File: src/design/assert_macros.svh
// assertion macros used by the strobe knob controller
`ifndef ASSERT_MACROS_SVH
`define ASSERT_MACROS_SVH

// same-cycle implication, checked out of reset
`define SRDK_ASSERT_IMP(label, clk, rst, ante, cons) \
  label: assert property (@(posedge clk) disable iff (rst) (ante) |-> (cons)) \
    else $error("srdk assertion failed");

// next-cycle implication, checked out of reset
`define SRDK_ASSERT_NXT(label, clk, rst, ante, cons) \
  label: assert property (@(posedge clk) disable iff (rst) (ante) |=> (cons)) \
    else $error("srdk assertion failed");

`endif

File: src/design/srdk_pkg.sv
// shared types, widths and constants of the strobe knob control unit
package srdk_pkg;

  // default parameter values
  localparam int PERIOD_WIDTH_DEF  = 16;
  localparam int MAX_DENOM_EXP_DEF = 6;

  // field widths
  localparam int REQ_W      = 2;
  localparam int PHASE_W    = 2;
  localparam int FINE_W     = 7;
  localparam int COARSE_W   = 10;
  localparam int FREQ_W     = 14;
  localparam int AGE_W      = 8;
  localparam int CLK_W      = 24;
  localparam int DUTY_W     = 7;
  localparam int CFG_IDX_W  = 3;
  localparam int CFG_DATA_W = 24;

  // bit-serial divider length, one quotient bit per step
  localparam int DIV_BITS  = CLK_W;
  localparam int DIV_CNT_W = $clog2(DIV_BITS);

  // reset values
  localparam int RESET_FINE   = 1;
  localparam int RESET_COARSE = 50;
  localparam int RESET_MIN    = 20;
  localparam int RESET_MAX    = 10000;
  localparam int RESET_WINDOW = 190;
  localparam int RESET_CAP    = 200;
  localparam int RESET_TCLK   = 1250000;
  localparam int RESET_FREQ   = 20;
  localparam int RESET_EXP    = 4;
  localparam int RESET_AGE    = 200;

  // event codes
  typedef enum logic [REQ_W-1:0] {
    REQ_TICK  = 2'd0,
    REQ_KNOB  = 2'd1,
    REQ_CLICK = 2'd2
  } req_t;

  // knob second phase codes
  typedef enum logic [PHASE_W-1:0] {
    PHASE_UP       = 2'd0,
    PHASE_UNSTABLE = 2'd1,
    PHASE_DOWN     = 2'd2
  } phase_t;

  // configuration register indexes
  typedef enum logic [CFG_IDX_W-1:0] {
    CFG_FINE_STEP    = 3'd0,
    CFG_COARSE_STEP  = 3'd1,
    CFG_MIN_FREQ     = 3'd2,
    CFG_MAX_FREQ     = 3'd3,
    CFG_CLICK_WINDOW = 3'd4,
    CFG_TICK_CAP     = 3'd5,
    CFG_TIMER_CLOCK  = 3'd6
  } cfg_index_t;

  // controller to datapath commands
  typedef struct packed {
    logic take;      // input transaction, apply the event to the state
    logic div_load;  // load the divider with clock and frequency
    logic div_step;  // one restoring division step
    logic out_load;  // load the result register
  } srdk_cmd_t;

  // datapath to controller status
  typedef struct packed {
    logic out_free;  // result register empty or being taken this cycle
  } srdk_status_t;

endpackage

File: src/design/srdk_ifs.sv
// handshake channel interfaces: event input, result output, configuration write

interface srdk_in_if;
  logic                        valid;
  logic                        ready;
  logic [srdk_pkg::REQ_W-1:0]   req_type;
  logic [srdk_pkg::PHASE_W-1:0] phase_b_level;
  logic                        button_held;

  modport source (output valid, req_type, phase_b_level, button_held, input ready);
  modport sink   (input valid, req_type, phase_b_level, button_held, output ready);
endinterface

interface srdk_out_if #(
  parameter int PERIOD_WIDTH = srdk_pkg::PERIOD_WIDTH_DEF
);
  logic                        valid;
  logic                        ready;
  logic [PERIOD_WIDTH-1:0]     period_count;
  logic [PERIOD_WIDTH-1:0]     compare_count;
  logic                        edit_mode;
  logic [srdk_pkg::FREQ_W-1:0] freq_tenths_out;
  logic [srdk_pkg::DUTY_W-1:0] duty_denominator;

  modport source (output valid, period_count, compare_count, edit_mode, freq_tenths_out,
                  duty_denominator, input ready);
  modport sink   (input valid, period_count, compare_count, edit_mode, freq_tenths_out,
                  duty_denominator, output ready);
endinterface

interface srdk_cfg_if;
  logic                            valid;
  logic                            ready;
  logic [srdk_pkg::CFG_IDX_W-1:0]  index;
  logic [srdk_pkg::CFG_DATA_W-1:0] data;

  modport source (output valid, index, data, input ready);
  modport sink   (input valid, index, data, output ready);
endinterface

File: src/design/srdk_ctrl.sv
// controller: sequences event update, bit-serial division and result load
`include "assert_macros.svh"

module srdk_ctrl (
  input  logic                   clk,
  input  logic                   rst,
  input  logic                   in_valid,
  output logic                   in_ready,
  input  srdk_pkg::srdk_status_t status,
  output srdk_pkg::srdk_cmd_t    cmd
);
  import srdk_pkg::*;

  typedef enum logic [1:0] {
    ST_IDLE,
    ST_LOAD,
    ST_DIV,
    ST_WRITE
  } state_t;

  state_t               state;
  logic [DIV_CNT_W-1:0] cnt;
  logic                 div_last;

  assign div_last = (cnt == DIV_CNT_W'(DIV_BITS - 1));

  // commands decoded from the state
  assign in_ready     = (state == ST_IDLE);
  assign cmd.take     = in_valid && in_ready;
  assign cmd.div_load = (state == ST_LOAD);
  assign cmd.div_step = (state == ST_DIV);
  assign cmd.out_load = (state == ST_WRITE) && status.out_free;

  // state and step counter
  always_ff @(posedge clk) begin
    if (rst) begin
      state <= ST_IDLE;
      cnt   <= '0;
    end else begin
      case (state)
        ST_IDLE: begin
          if (cmd.take) begin
            state <= ST_LOAD;
          end
        end
        ST_LOAD: begin
          cnt   <= '0;
          state <= ST_DIV;
        end
        ST_DIV: begin
          cnt <= cnt + 1'b1;
          if (div_last) begin
            state <= ST_WRITE;
          end
        end
        ST_WRITE: begin
          if (status.out_free) begin
            state <= ST_IDLE;
          end
        end
        default: begin
          state <= ST_IDLE;
        end
      endcase
    end
  end

  // sequencing checks
  `SRDK_ASSERT_NXT(a_take_to_load, clk, rst, cmd.take, state == ST_LOAD && !in_ready)
  `SRDK_ASSERT_NXT(a_load_to_div, clk, rst, state == ST_LOAD, state == ST_DIV && cnt == '0)
  `SRDK_ASSERT_NXT(a_div_to_write, clk, rst, state == ST_DIV && div_last, state == ST_WRITE)

endmodule

File: src/design/srdk_datapath.sv
// datapath: config registers, knob state, serial divider and result register
module srdk_datapath #(
  parameter int PERIOD_WIDTH  = srdk_pkg::PERIOD_WIDTH_DEF,
  parameter int MAX_DENOM_EXP = srdk_pkg::MAX_DENOM_EXP_DEF
) (
  input  logic                            clk,
  input  logic                            rst,
  // configuration write
  input  logic                            cfg_we,
  input  logic [srdk_pkg::CFG_IDX_W-1:0]  cfg_index,
  input  logic [srdk_pkg::CFG_DATA_W-1:0] cfg_data,
  // event payload
  input  logic [srdk_pkg::REQ_W-1:0]      req_type,
  input  logic [srdk_pkg::PHASE_W-1:0]    phase_b_level,
  input  logic                            button_held,
  // control
  input  srdk_pkg::srdk_cmd_t             cmd,
  output srdk_pkg::srdk_status_t          status,
  // result
  input  logic                            out_ready,
  output logic                            out_valid,
  output logic [PERIOD_WIDTH-1:0]         period_count,
  output logic [PERIOD_WIDTH-1:0]         compare_count,
  output logic                            edit_mode,
  output logic [srdk_pkg::FREQ_W-1:0]     freq_tenths_out,
  output logic [srdk_pkg::DUTY_W-1:0]     duty_denominator
);
  import srdk_pkg::*;

  localparam int EXP_BITS = $clog2(MAX_DENOM_EXP + 1);
  localparam int EW       = (EXP_BITS > 3) ? EXP_BITS : 3;
  localparam int SUM_W    = FREQ_W + 1;

  // configuration registers
  logic [FINE_W-1:0]   fine_step;
  logic [COARSE_W-1:0] coarse_step;
  logic [FREQ_W-1:0]   min_freq;
  logic [FREQ_W-1:0]   max_freq;
  logic [AGE_W-1:0]    click_window;
  logic [AGE_W-1:0]    tick_cap;
  logic [CLK_W-1:0]    timer_clock_tenths;

  // knob state
  logic [FREQ_W-1:0] frequency_reg, frequency_reg_next;
  logic [EW-1:0]     denominator_exponent, denominator_exponent_next;
  logic              mode_reg, mode_reg_next;
  logic [AGE_W-1:0]  click_age, click_age_next;

  // divider
  logic [FREQ_W-1:0] div_rem, div_rem_next;
  logic [CLK_W-1:0]  div_quo;
  logic [FREQ_W-1:0] div_den;
  logic              div_zero;
  logic [SUM_W-1:0]  trial;
  logic              trial_ge;

  // result path
  logic [SUM_W-1:0]        step_w;
  logic [SUM_W-1:0]        up_sum;
  logic [SUM_W-1:0]        down_limit;
  logic                    sat;
  logic [PERIOD_WIDTH-1:0] period;
  logic [PERIOD_WIDTH-1:0] compare;

  // configuration writes
  always_ff @(posedge clk) begin
    if (rst) begin
      fine_step          <= FINE_W'(RESET_FINE);
      coarse_step        <= COARSE_W'(RESET_COARSE);
      min_freq           <= FREQ_W'(RESET_MIN);
      max_freq           <= FREQ_W'(RESET_MAX);
      click_window       <= AGE_W'(RESET_WINDOW);
      tick_cap           <= AGE_W'(RESET_CAP);
      timer_clock_tenths <= CLK_W'(RESET_TCLK);
    end else if (cfg_we) begin
      case (cfg_index_t'(cfg_index))
        CFG_FINE_STEP:    fine_step          <= cfg_data[FINE_W-1:0];
        CFG_COARSE_STEP:  coarse_step        <= cfg_data[COARSE_W-1:0];
        CFG_MIN_FREQ:     min_freq           <= cfg_data[FREQ_W-1:0];
        CFG_MAX_FREQ:     max_freq           <= cfg_data[FREQ_W-1:0];
        CFG_CLICK_WINDOW: click_window       <= cfg_data[AGE_W-1:0];
        CFG_TICK_CAP:     tick_cap           <= cfg_data[AGE_W-1:0];
        CFG_TIMER_CLOCK:  timer_clock_tenths <= cfg_data[CLK_W-1:0];
        default: begin
        end
      endcase
    end
  end

  // frequency step sums, strict limits
  assign step_w     = button_held ? SUM_W'(coarse_step) : SUM_W'(fine_step);
  assign up_sum     = SUM_W'(frequency_reg) + step_w;
  assign down_limit = SUM_W'(min_freq) + step_w;

  // event update
  always_comb begin
    frequency_reg_next        = frequency_reg;
    denominator_exponent_next = denominator_exponent;
    mode_reg_next             = mode_reg;
    click_age_next            = click_age;
    case (req_t'(req_type))
      REQ_TICK: begin
        if (click_age < tick_cap) begin
          click_age_next = click_age + 1'b1;
        end
      end
      REQ_KNOB: begin
        if (!mode_reg) begin
          if (phase_b_level == PHASE_UP && up_sum < SUM_W'(max_freq)) begin
            frequency_reg_next = up_sum[FREQ_W-1:0];
          end else if (phase_b_level == PHASE_DOWN && SUM_W'(frequency_reg) > down_limit) begin
            frequency_reg_next = FREQ_W'(SUM_W'(frequency_reg) - step_w);
          end
        end else begin
          if (phase_b_level == PHASE_UP && denominator_exponent < EW'(MAX_DENOM_EXP)) begin
            denominator_exponent_next = denominator_exponent + 1'b1;
          end else if (phase_b_level == PHASE_DOWN && denominator_exponent > EW'(1)) begin
            denominator_exponent_next = denominator_exponent - 1'b1;
          end
        end
      end
      REQ_CLICK: begin
        if (click_age < click_window) begin
          mode_reg_next = !mode_reg;
        end
        click_age_next = '0;
      end
      default: begin
      end
    endcase
  end

  // knob state registers
  always_ff @(posedge clk) begin
    if (rst) begin
      frequency_reg        <= FREQ_W'(RESET_FREQ);
      denominator_exponent <= EW'(RESET_EXP);
      mode_reg             <= 1'b0;
      click_age            <= AGE_W'(RESET_AGE);
    end else if (cmd.take) begin
      frequency_reg        <= frequency_reg_next;
      denominator_exponent <= denominator_exponent_next;
      mode_reg             <= mode_reg_next;
      click_age            <= click_age_next;
    end
  end

  // restoring division step, one quotient bit per cycle
  assign trial        = {div_rem, div_quo[CLK_W-1]};
  assign trial_ge     = (trial >= SUM_W'(div_den));
  assign div_rem_next = trial_ge ? FREQ_W'(trial - SUM_W'(div_den)) : trial[FREQ_W-1:0];

  always_ff @(posedge clk) begin
    if (cmd.div_load) begin
      div_rem  <= '0;
      div_quo  <= timer_clock_tenths;
      div_den  <= frequency_reg;
      div_zero <= (frequency_reg == '0);
    end else if (cmd.div_step) begin
      div_rem  <= div_rem_next;
      div_quo  <= {div_quo[CLK_W-2:0], trial_ge};
    end
  end

  // saturate period, compare is period minus period over denominator
  assign sat     = div_zero || (|(div_quo >> PERIOD_WIDTH));
  assign period  = sat ? '1 : PERIOD_WIDTH'(div_quo);
  assign compare = period - (period >> denominator_exponent);

  // result register
  always_ff @(posedge clk) begin
    if (rst) begin
      out_valid <= 1'b0;
    end else if (cmd.out_load) begin
      out_valid <= 1'b1;
    end else if (out_ready) begin
      out_valid <= 1'b0;
    end
  end

  always_ff @(posedge clk) begin
    if (cmd.out_load) begin
      period_count     <= period;
      compare_count    <= compare;
      edit_mode        <= mode_reg;
      freq_tenths_out  <= frequency_reg;
      duty_denominator <= DUTY_W'(1) << denominator_exponent;
    end
  end

  assign status.out_free = !out_valid || out_ready;

endmodule

File: src/design/strobe_rate_duty_knob_control_unit.sv
// strobe knob control top level: one result per event, period by 24-step serial divide
// sequence: event update on the input transaction, divider load, 24 divide steps, result load
// a new event is accepted only when idle, after the result load that waits for a free result register
// the result register lets the next event enter while a result waits to be taken
// reset: synchronous, clears config to defaults, frequency 20, denominator 16, age 200
module strobe_rate_duty_knob_control_unit #(
  parameter int PERIOD_WIDTH  = srdk_pkg::PERIOD_WIDTH_DEF,
  parameter int MAX_DENOM_EXP = srdk_pkg::MAX_DENOM_EXP_DEF
) (
  input logic         clk,
  input logic         rst,
  srdk_in_if.sink     in_ch,
  srdk_out_if.source  out_ch,
  srdk_cfg_if.sink    cfg
);
  import srdk_pkg::*;

  srdk_cmd_t    cmd;
  srdk_status_t status;

  // configuration is always taken
  assign cfg.ready = 1'b1;

  // controller
  srdk_ctrl u_ctrl (
    .clk      (clk),
    .rst      (rst),
    .in_valid (in_ch.valid),
    .in_ready (in_ch.ready),
    .status   (status),
    .cmd      (cmd)
  );

  // datapath
  srdk_datapath #(
    .PERIOD_WIDTH  (PERIOD_WIDTH),
    .MAX_DENOM_EXP (MAX_DENOM_EXP)
  ) u_datapath (
    .clk              (clk),
    .rst              (rst),
    .cfg_we           (cfg.valid && cfg.ready),
    .cfg_index        (cfg.index),
    .cfg_data         (cfg.data),
    .req_type         (in_ch.req_type),
    .phase_b_level    (in_ch.phase_b_level),
    .button_held      (in_ch.button_held),
    .cmd              (cmd),
    .status           (status),
    .out_ready        (out_ch.ready),
    .out_valid        (out_ch.valid),
    .period_count     (out_ch.period_count),
    .compare_count    (out_ch.compare_count),
    .edit_mode        (out_ch.edit_mode),
    .freq_tenths_out  (out_ch.freq_tenths_out),
    .duty_denominator (out_ch.duty_denominator)
  );

endmodule
File: src/flat_wrapper.sv
// flat-port wrapper written by rule: the top's interface ports become plain ports
module strobe_rate_duty_knob_control_unit_flat import srdk_pkg::*;
#(
  parameter int PERIOD_WIDTH  = srdk_pkg::PERIOD_WIDTH_DEF,
  parameter int MAX_DENOM_EXP = srdk_pkg::MAX_DENOM_EXP_DEF
)
  (clk, rst, in_ch_valid, in_ch_req_type, in_ch_phase_b_level, in_ch_button_held, in_ch_ready, out_ch_valid, out_ch_period_count, out_ch_compare_count, out_ch_edit_mode, out_ch_freq_tenths_out, out_ch_duty_denominator, out_ch_ready, cfg_valid, cfg_index, cfg_data, cfg_ready);
  srdk_in_if in_ch_i ();
  srdk_out_if #(.PERIOD_WIDTH(PERIOD_WIDTH)) out_ch_i ();
  srdk_cfg_if cfg_i ();
  input logic clk;
  input logic rst;
  input wire logic [$bits(in_ch_i.valid)-1:0] in_ch_valid;
  input wire logic [$bits(in_ch_i.req_type)-1:0] in_ch_req_type;
  input wire logic [$bits(in_ch_i.phase_b_level)-1:0] in_ch_phase_b_level;
  input wire logic [$bits(in_ch_i.button_held)-1:0] in_ch_button_held;
  output wire logic [$bits(in_ch_i.ready)-1:0] in_ch_ready;
  output wire logic [$bits(out_ch_i.valid)-1:0] out_ch_valid;
  output wire logic [$bits(out_ch_i.period_count)-1:0] out_ch_period_count;
  output wire logic [$bits(out_ch_i.compare_count)-1:0] out_ch_compare_count;
  output wire logic [$bits(out_ch_i.edit_mode)-1:0] out_ch_edit_mode;
  output wire logic [$bits(out_ch_i.freq_tenths_out)-1:0] out_ch_freq_tenths_out;
  output wire logic [$bits(out_ch_i.duty_denominator)-1:0] out_ch_duty_denominator;
  input wire logic [$bits(out_ch_i.ready)-1:0] out_ch_ready;
  input wire logic [$bits(cfg_i.valid)-1:0] cfg_valid;
  input wire logic [$bits(cfg_i.index)-1:0] cfg_index;
  input wire logic [$bits(cfg_i.data)-1:0] cfg_data;
  output wire logic [$bits(cfg_i.ready)-1:0] cfg_ready;
  assign in_ch_i.valid = in_ch_valid;
  assign in_ch_i.req_type = in_ch_req_type;
  assign in_ch_i.phase_b_level = in_ch_phase_b_level;
  assign in_ch_i.button_held = in_ch_button_held;
  assign in_ch_ready = in_ch_i.ready;
  assign out_ch_valid = out_ch_i.valid;
  assign out_ch_period_count = out_ch_i.period_count;
  assign out_ch_compare_count = out_ch_i.compare_count;
  assign out_ch_edit_mode = out_ch_i.edit_mode;
  assign out_ch_freq_tenths_out = out_ch_i.freq_tenths_out;
  assign out_ch_duty_denominator = out_ch_i.duty_denominator;
  assign out_ch_i.ready = out_ch_ready;
  assign cfg_i.valid = cfg_valid;
  assign cfg_i.index = cfg_index;
  assign cfg_i.data = cfg_data;
  assign cfg_ready = cfg_i.ready;
  strobe_rate_duty_knob_control_unit #(.PERIOD_WIDTH(PERIOD_WIDTH), .MAX_DENOM_EXP(MAX_DENOM_EXP)) u_core (.clk(clk), .rst(rst), .in_ch(in_ch_i), .out_ch(out_ch_i), .cfg(cfg_i));
endmodule
File: config.mk
export PLATFORM = sky130hd
export DESIGN_NAME = strobe_rate_duty_knob_control_unit_flat
export DESIGN_NICKNAME = d
export VERILOG_FILES = /design/src/design/srdk_pkg.sv /design/src/design/srdk_ifs.sv /design/src/design/srdk_ctrl.sv /design/src/design/srdk_datapath.sv /design/src/design/strobe_rate_duty_knob_control_unit.sv /design/src/flat_wrapper.sv
export VERILOG_INCLUDE_DIRS = /design/src /design/src/design
export SDC_FILE = /design/constraint.sdc
export NUM_CORES = 1
export LEC_CHECK = 0
export BUFFER_PORTS_ARGS = -buffer_cell sky130_fd_sc_hd__buf_2
export CAP_MARGIN = 20
export CORE_UTILIZATION = 55
export DETAILED_ROUTE_END_ITERATION = 8
export GPL_TIMING_DRIVEN = 1
export PLACE_DENSITY = 0.77
export SETUP_SLACK_MARGIN = 0.15
export SLEW_MARGIN = 20
export SYNTH_ARGS = -nofsm -noshare
export SYNTH_HDL_FRONTEND = slang
export SYNTH_SLANG_ARGS = --single-unit
export TNS_END_PERCENT = 30
File: constraint.sdc
create_clock -name clk -period 4.66 [get_ports clk]
set_input_delay 0.466 -clock clk [delete_from_list [all_inputs] [get_ports clk]]
set_output_delay 0.466 -clock clk [all_outputs]
set_load 0.03 [all_outputs]
; ---- After elaboration in Yosys (flattened, before gate mapping)
; Index checks and enable logic that the tools add are counted.
[op_classes]
addsub = 9
order_cmp = 7
eq_ne = 17
shift = 2
n_mux = 18
bitwise = 1
reduce_logical = 33
[ops]
columns = operator, count
row1 = 24-bit two-way mux, 2
row2 = 14-bit two-way mux, 3
row3 = 14-bit by 10-bit adder with 15-bit output, 2
row4 = 8-bit < comparator, 2
row5 = 16-bit two-way mux, 1
row6 = 8-bit case mux with 2 select lines, 1
row7 = 16-bit by 3-bit >> shifter with 16-bit output, 1
row8 = 16-bit subtractor, 1
row9 = 15-bit by 14-bit >= comparator with 1-bit output, 1
row10 = 14-bit by 15-bit greater-than comparator with 1-bit output, 1
row11 = 15-bit by 14-bit < comparator with 1-bit output, 1
row12 = 14-bit logical NOT, 1
row13 = 2-bit AND reduction, 7
row14 = 14-bit by 10-bit subtractor with 14-bit output, 1
row15 = 14-bit subtractor, 1
row16 = 10-bit two-way mux, 1
row17 = 5-bit case mux with 2 select lines, 1
row18 = 2-bit nonzero test, 5
row19 = "3-bit == test, second input constant", 3
row20 = 3-bit AND reduction, 3
row21 = "8-bit by 1-bit adder with 8-bit output, second input constant", 1
row22 = "2-bit == test, second input constant", 4
row23 = 8-bit two-way mux, 1
row24 = 2-bit case mux with 4 select lines, 1
row25 = other kinds (23), 41
[word_totals]
ff_bits = 226
input_bits = 37
out_inout_bits = 57
wordCells = 110

; ---- Logic depth before layout (Yosys ltp)
[logic_depth]
word_depth = 6
depth_mapped = 22
ltp_nobuf = 20

; ---- Hierarchy
; Synthesis repeated with hierarchy kept, for this count alone.
[unflattened]
cells_unflattened = 1424
hier_area_um2 = 13110.1
[modules_own_cells]
columns = module, instances, cells_each, area_per_inst_um2, seq_area_each_um2
row1 = srdk_datapath, 1, 1381, 12710.9, 5315.1
row2 = srdk_ctrl, 1, 41, 387.9, 140.1
row3 = strobe_rate_duty_knob_control_unit, 1, 2, 11.3, 0.0

; ---- Least setup slack after synthesis
; OpenSTA, ideal clock, no wires.
[synth_timing]
path_kind = input to register
from = input port in_ch_button_held
to = register u_core.u_datapath.frequency_reg[11]
setup_ps = 123
arrival_time_ps = 4677
t_required_ps = 4537
slack_ps = -140
stages = 21
path_buffers = 1
path_cell_list = buf_4 > mux2_2 > ha_1 > fa_1 > a211oi_1 > o21ai_0 > a21oi_1 > maj3_1 > o21ai_0 > a21oi_1 > nor2_1 > xnor2_1 > ha_1 > a21o_1 > a22o_1 > a2111oi_0 > o31ai_1 > o311a_1 > o21bai_4 > o21ai_1 > mux2_1
[synth_via]
elab_chain_len = 6
word_cells_on_any_way = 12
cone_classes = 3 x add/sub / 2 x order compare / 3 x mux / 4 x reduce/logical
[synth_rtl]
columns = element, line
row1 = start: declaration, flat_wrapper.sv:16  ; input wire logic [$bits(in_ch_i.button_held)-1:0] in_ch_button_held;
row2 = 10-bit two-way mux *, srdk_datapath.sv:91  ; assign step_w = button_held ? SUM_W'(coarse_step) : SUM_W'(fine_step);
row3 = 14-bit by 10-bit adder with 15-bit output (on tied branches), "srdk_datapath.sv:92, srdk_datapath.sv:93"
row4 = 15-bit by 14-bit < comparator with 1-bit output / 14-bit by 15-bit greater-than comparator with 1-bit output (equally long branches), "srdk_datapath.sv:109, srdk_datapath.sv:111"
row5 = 1-bit logical AND (on tied branches), "srdk_datapath.sv:109, srdk_datapath.sv:111"
row6 = 2-bit nonzero test (no source line), -
row7 = 4-bit AND reduction (no source line), -
row8 = end signal: assignment, srdk_datapath.sv:136  ; frequency_reg <= FREQ_W'(RESET_FREQ);
row9 = end signal: assignment, srdk_datapath.sv:141  ; frequency_reg <= frequency_reg_next;
row10 = end: declaration, srdk_datapath.sv:44  ; logic [FREQ_W-1:0] frequency_reg, frequency_reg_next;
; Mark *: on every way between the ends. The rest lies on a longest branch, timed or not. The select of a mux whose other input is x is not followed.
; A chain may end at the register's enable or synchronous reset.

; ---- Worst setup path after layout
[layout_timing]
from = register u_core.u_datapath.div_quo[17]
to = register u_core.u_datapath.compare_count[14], data pin
[layout_via]
elab_chain_len = 5
[layout_rtl]
columns = element, line
row1 = start: declaration, srdk_datapath.sv:51  ; logic [CLK_W-1:0] div_quo;
row2 = start signal: assignment, srdk_datapath.sv:156  ; div_quo <= timer_clock_tenths;
row3 = start signal: assignment, srdk_datapath.sv:161  ; div_quo <= {div_quo[CLK_W-2:0], trial_ge};
row4 = 8-bit OR reduction *, srdk_datapath.sv:166  ; assign sat = div_zero || (|(div_quo >> PERIOD_WIDTH));
row5 = 1-bit logical OR *, srdk_datapath.sv:166
row6 = 16-bit two-way mux *, srdk_datapath.sv:167  ; assign period = sat ? '1 : PERIOD_WIDTH'(div_quo);
row7 = net u_core.u_datapath.period[4], srdk_datapath.sv:62  ; logic [PERIOD_WIDTH-1:0] period;
row8 = 16-bit by 3-bit >> shifter with 16-bit output, srdk_datapath.sv:168  ; assign compare = period - (period >> denominator_exponent);
row9 = 16-bit subtractor *, srdk_datapath.sv:168
row10 = net u_core.u_datapath.compare[14], srdk_datapath.sv:63  ; logic [PERIOD_WIDTH-1:0] compare;
row11 = end signal: assignment, srdk_datapath.sv:184  ; compare_count <= compare;
row12 = end: declaration, srdk_datapath.sv:23  ; output logic [PERIOD_WIDTH-1:0] compare_count,
; Mark *: on every way through the listed nets, which the timed path passes. The rest lies on a longest branch.

==> reports/results.txt <==
Port Buffers = 92
worst slew pin tran = 1.10 ns
Power Density = 435 mW/mm^2
Fmax achieved = 232 MHz
average wire per standard cell = 16.6 um
clock skew = 0.0130 ns
Setup-failing EPs final = 0
Worst Path Class, Setup = register to register
crit path DAT = 4.58 ns
Multi-input gate area = 0.00708 sq mm
Syn-to-layout area delta = 15.1%
run status = finished, final reports clean
Worst slew margin = 26.5%
most frequent cells in the layout = nand2_1 (199), dfxtp_1 (133), nor2_1 (125), ha_1 (106), a21oi_1 (102)
peak supply drop = 424 uV
drt pass-1 iters = 6
H-tree depth = 1
leakage power = 6.30 nW
Tot Pwr = 6.52 mW
Mean Syn Cell Area = 9.22 sq um
number of I/O pins = 94
cell area after synthesis = 0.0130 sq mm
Num Clock Sinks = 226
Seq/Total Area, Yosys = 41.9%
Synth Area in Adders = 11.2%
WP data required = 4.92 ns
leading area contributor after synthesis = edfxtp_1
Hold Vio Cnt, Final = 0
final worst-path cycle share = 92.6%
CTS tree = yes
drt drc = 0
first-pass GRT wire length = 49,900 um
Design Area, Final = 0.0150 sq mm
main combinational cell family by area after synthesis = simple AND/OR/NAND/NOR gates
Synth Area in XOR/XNOR = 4.10%
Top Layer Used = met4
gr usage total = 25.7%
HPWL after DPL = 22,700 um
syn nets = 1,564
clock period minus worst slack = 4.32 ns
clock root buffer master = clkbuf_16
RSZ-0062 raised after global routing = true
YS warnings = 0
WL met1 = 13,500 um
met2 wire len = 14,800 um
Post-synth EDFFs = 93
Core ar. = 0.0229 sq mm
Post-Layout Cell Count = 1,859
vias in the first global route = 10,100
placed cell count = 1,814
final wirelength = 30,900 um
die height = 156 um
Syn Inst Count = 1,414
nets@finish = 1,678
DR vias = 10,500
share of total power in the clock network = 30.8%
CTS Buffer Depth = 3
Worst Path Max Fanout = 6
predominant post-synthesis flop cell = dfxtp_1
Post-synth ARST share = 0%
Critical Path Sink Type = register
diode count = 0
reg2reg end = u_core.u_datapath.compare_count[14]$_DFFE_PP_
Hold WC Path Type = primary input to register
row count = 55
max-slew violation count = 0
Switch Pwr = 2.07 mW
register share of total power = 40.6%
Pint = 4.45 mW
Yosys top cell area share = 21.4%
min-delay src = cfg_data[16]
DP Area = 0.0141 sq mm
worst reg2reg path depth = 18
CTS buffer count = 24
largest net degree at the start of global routing = 109
GP Congestion = 0.927
Hold EP = u_core.u_datapath.timer_clock_tenths[16]$_SDFFE_PP1P_
Routed Antenna Nets = 0
share of layout cells above drive strength 1 = 16.4%
routed length on met3 = 1460 um
FF/Latch Area = 0.00546 sq mm
sw frac = 31.7%
simple-gate share of the synthesized area = 17.8%
post-synthesis mux area share = 6.25%
cts hold-fix bufs = 0
Worst-path clk slew = 0.06 ns
top flop regs = u_core.u_datapath.div_quo (24), u_core.u_datapath.timer_clock_tenths (24)
worst flop-to-flop path startpoint = u_core.u_datapath.div_quo[17]$_DFFE_PP_
Initial Util = 56.9%
hold depth = 3
Logic pwr share = 28.5%
Synth Area in Compound Gates = 14.0%
FF-to-FF setup slack = 0.34 ns
via/cell ratio = 5.66
top post-synthesis cells by area = edfxtp_1 (21%), dfxtp_1 (20%), ha_1 (10%), nand2_1 (5.7%), a21oi_1 (4.0%)
die area = 0.0243 sq mm
Synth cell types = 75
commonest non-fill, non-tap cell in the layout = nand2_1
GRT overflow = 0
die width = 156 um
initial antenna violation count = 0
Seq cells post-synth = 226
critical path startpoint category = register
Worst-Skew Late Latency = 0.52 ns
# Max-Cap Violations = 0
# fillers = 1,852
initial drt markers = 643
-- cells by family after synthesis --
group	Yosys count
AND/OR/NAND/NOR	501
other	1
multiplexers	76
XOR/XNOR	61
adder cells (fa/ha/maj)	114
flip-flops	226
buffers and inverters	153
AO/OA/AOI/OAI	282
-- per-stage QoR --
stage | worst slack [ns] | hold WS (ns) | utilization (%) | TNS, ns
2_1_floorplan | 0.204 | 0.432 | - | 0
3_3_place_gp | -0.00799 | 0.443 | 61.4 | -0.00799
3_5_place_dp | -0.0277 | 0.448 | 61.4 | -0.132
4_1_cts | 0.192 | 0.135 | 65.1 | 0
5_1_grt | 0.0503 | 0.173 | 65.5 | 0
6_report | 0.343 | 0.156 | 65.5 | 0
-- how the worst max path moves through the flow --
stage	slack, ns	endpoint	start	cells past startpoint
floorplan	0.20	u_core.u_datapath.frequency_reg[11]$_SDFFE_PP0P_	in_ch_button_held	21
global placement	-0.008	u_core.u_datapath.frequency_reg[11]$_SDFFE_PP0P_	in_ch_button_held	21
detailed placement	-0.03	u_core.u_datapath.frequency_reg[11]$_SDFFE_PP0P_	in_ch_button_held	20
CTS	0.19	u_core.u_datapath.compare_count[14]$_DFFE_PP_	u_core.u_datapath.div_quo[17]$_DFFE_PP_	18
global route	0.05	u_core.u_datapath.compare_count[14]$_DFFE_PP_	u_core.u_datapath.div_quo[17]$_DFFE_PP_	18
finish	0.34	u_core.u_datapath.compare_count[14]$_DFFE_PP_	u_core.u_datapath.div_quo[17]$_DFFE_PP_	18
-- metal layers --
layer / up-vias / global-route usage [%]
li1: 5206 / -
met1: 4948 / 33.4
met2: 289 / 44.0
met3: 75 / 2.75
met4: 0 / 9.85
met5: - / 0
-- timing repair --
item | 4_1_cts | 5_1_grt
pin swaps | 0 | 3
endpoints found under the setup margin | 1 | 18
resized for setup | 2 | 15
setup buffers | 0 | 1
cloned | 0 | 0
-- power groups by stage --
stage          registers (mW)  logic (mW)  clock network [mW]
2_1_floorplan            2.67        1.37                   0
3_3_place_gp             2.66        1.78                   0
3_5_place_dp             2.68        1.84                   0
4_1_cts                  2.64        1.85                2.05
5_1_grt                  2.68        2.05                2.12
6_report                 2.65        1.86                2.01
-- cell usage after synthesis, types with 22 or more instances --
cell and n:
mux2i_1 42, xor2_1 22, nand2_1 199, edfxtp_1 93, inv_1 95, mux2_2 32, clkbuf_1 36, nand3b_1 22
nor2b_1 23, nor2_1 125, a21oi_1 103, xnor2_1 39, o21ai_0 46, a21o_1 23, a211oi_1 26, nor3_1 27
ha_1 108, dfxtp_1 133
-- critical path, cell delays in order (launching register included) --
cell and delay (ns):
edfxtp_1 0.44, nor4_4 0.35, nand3_2 0.19, or2_2 0.33
mux2_2 0.28, mux2_2 0.28, nor2_1 0.09, a21oi_1 0.05
ha_1 0.22, fa_1 0.40, nor2b_1 0.14, o21a_1 0.15
o21ai_0 0.13, a2111oi_2 0.40, buf_4 0.18, o31ai_2 0.09
o21bai_1 0.14, a21oi_1 0.09, xnor2_1 0.12
-- area by class of cell --
| type | count | area share [%] |
|---|---|---|
| tap | 313 | 2.61 |
| sequential | 226 | 36.4 |
| clock inverter | 11 | 0.951 |
| timing repair buffer | 142 | 5.67 |
| multi-input combinational | 1035 | 47.2 |
| clock buffer | 33 | 4.71 |
| inverter | 99 | 2.48 |
(Power assumes the default switching activity.)
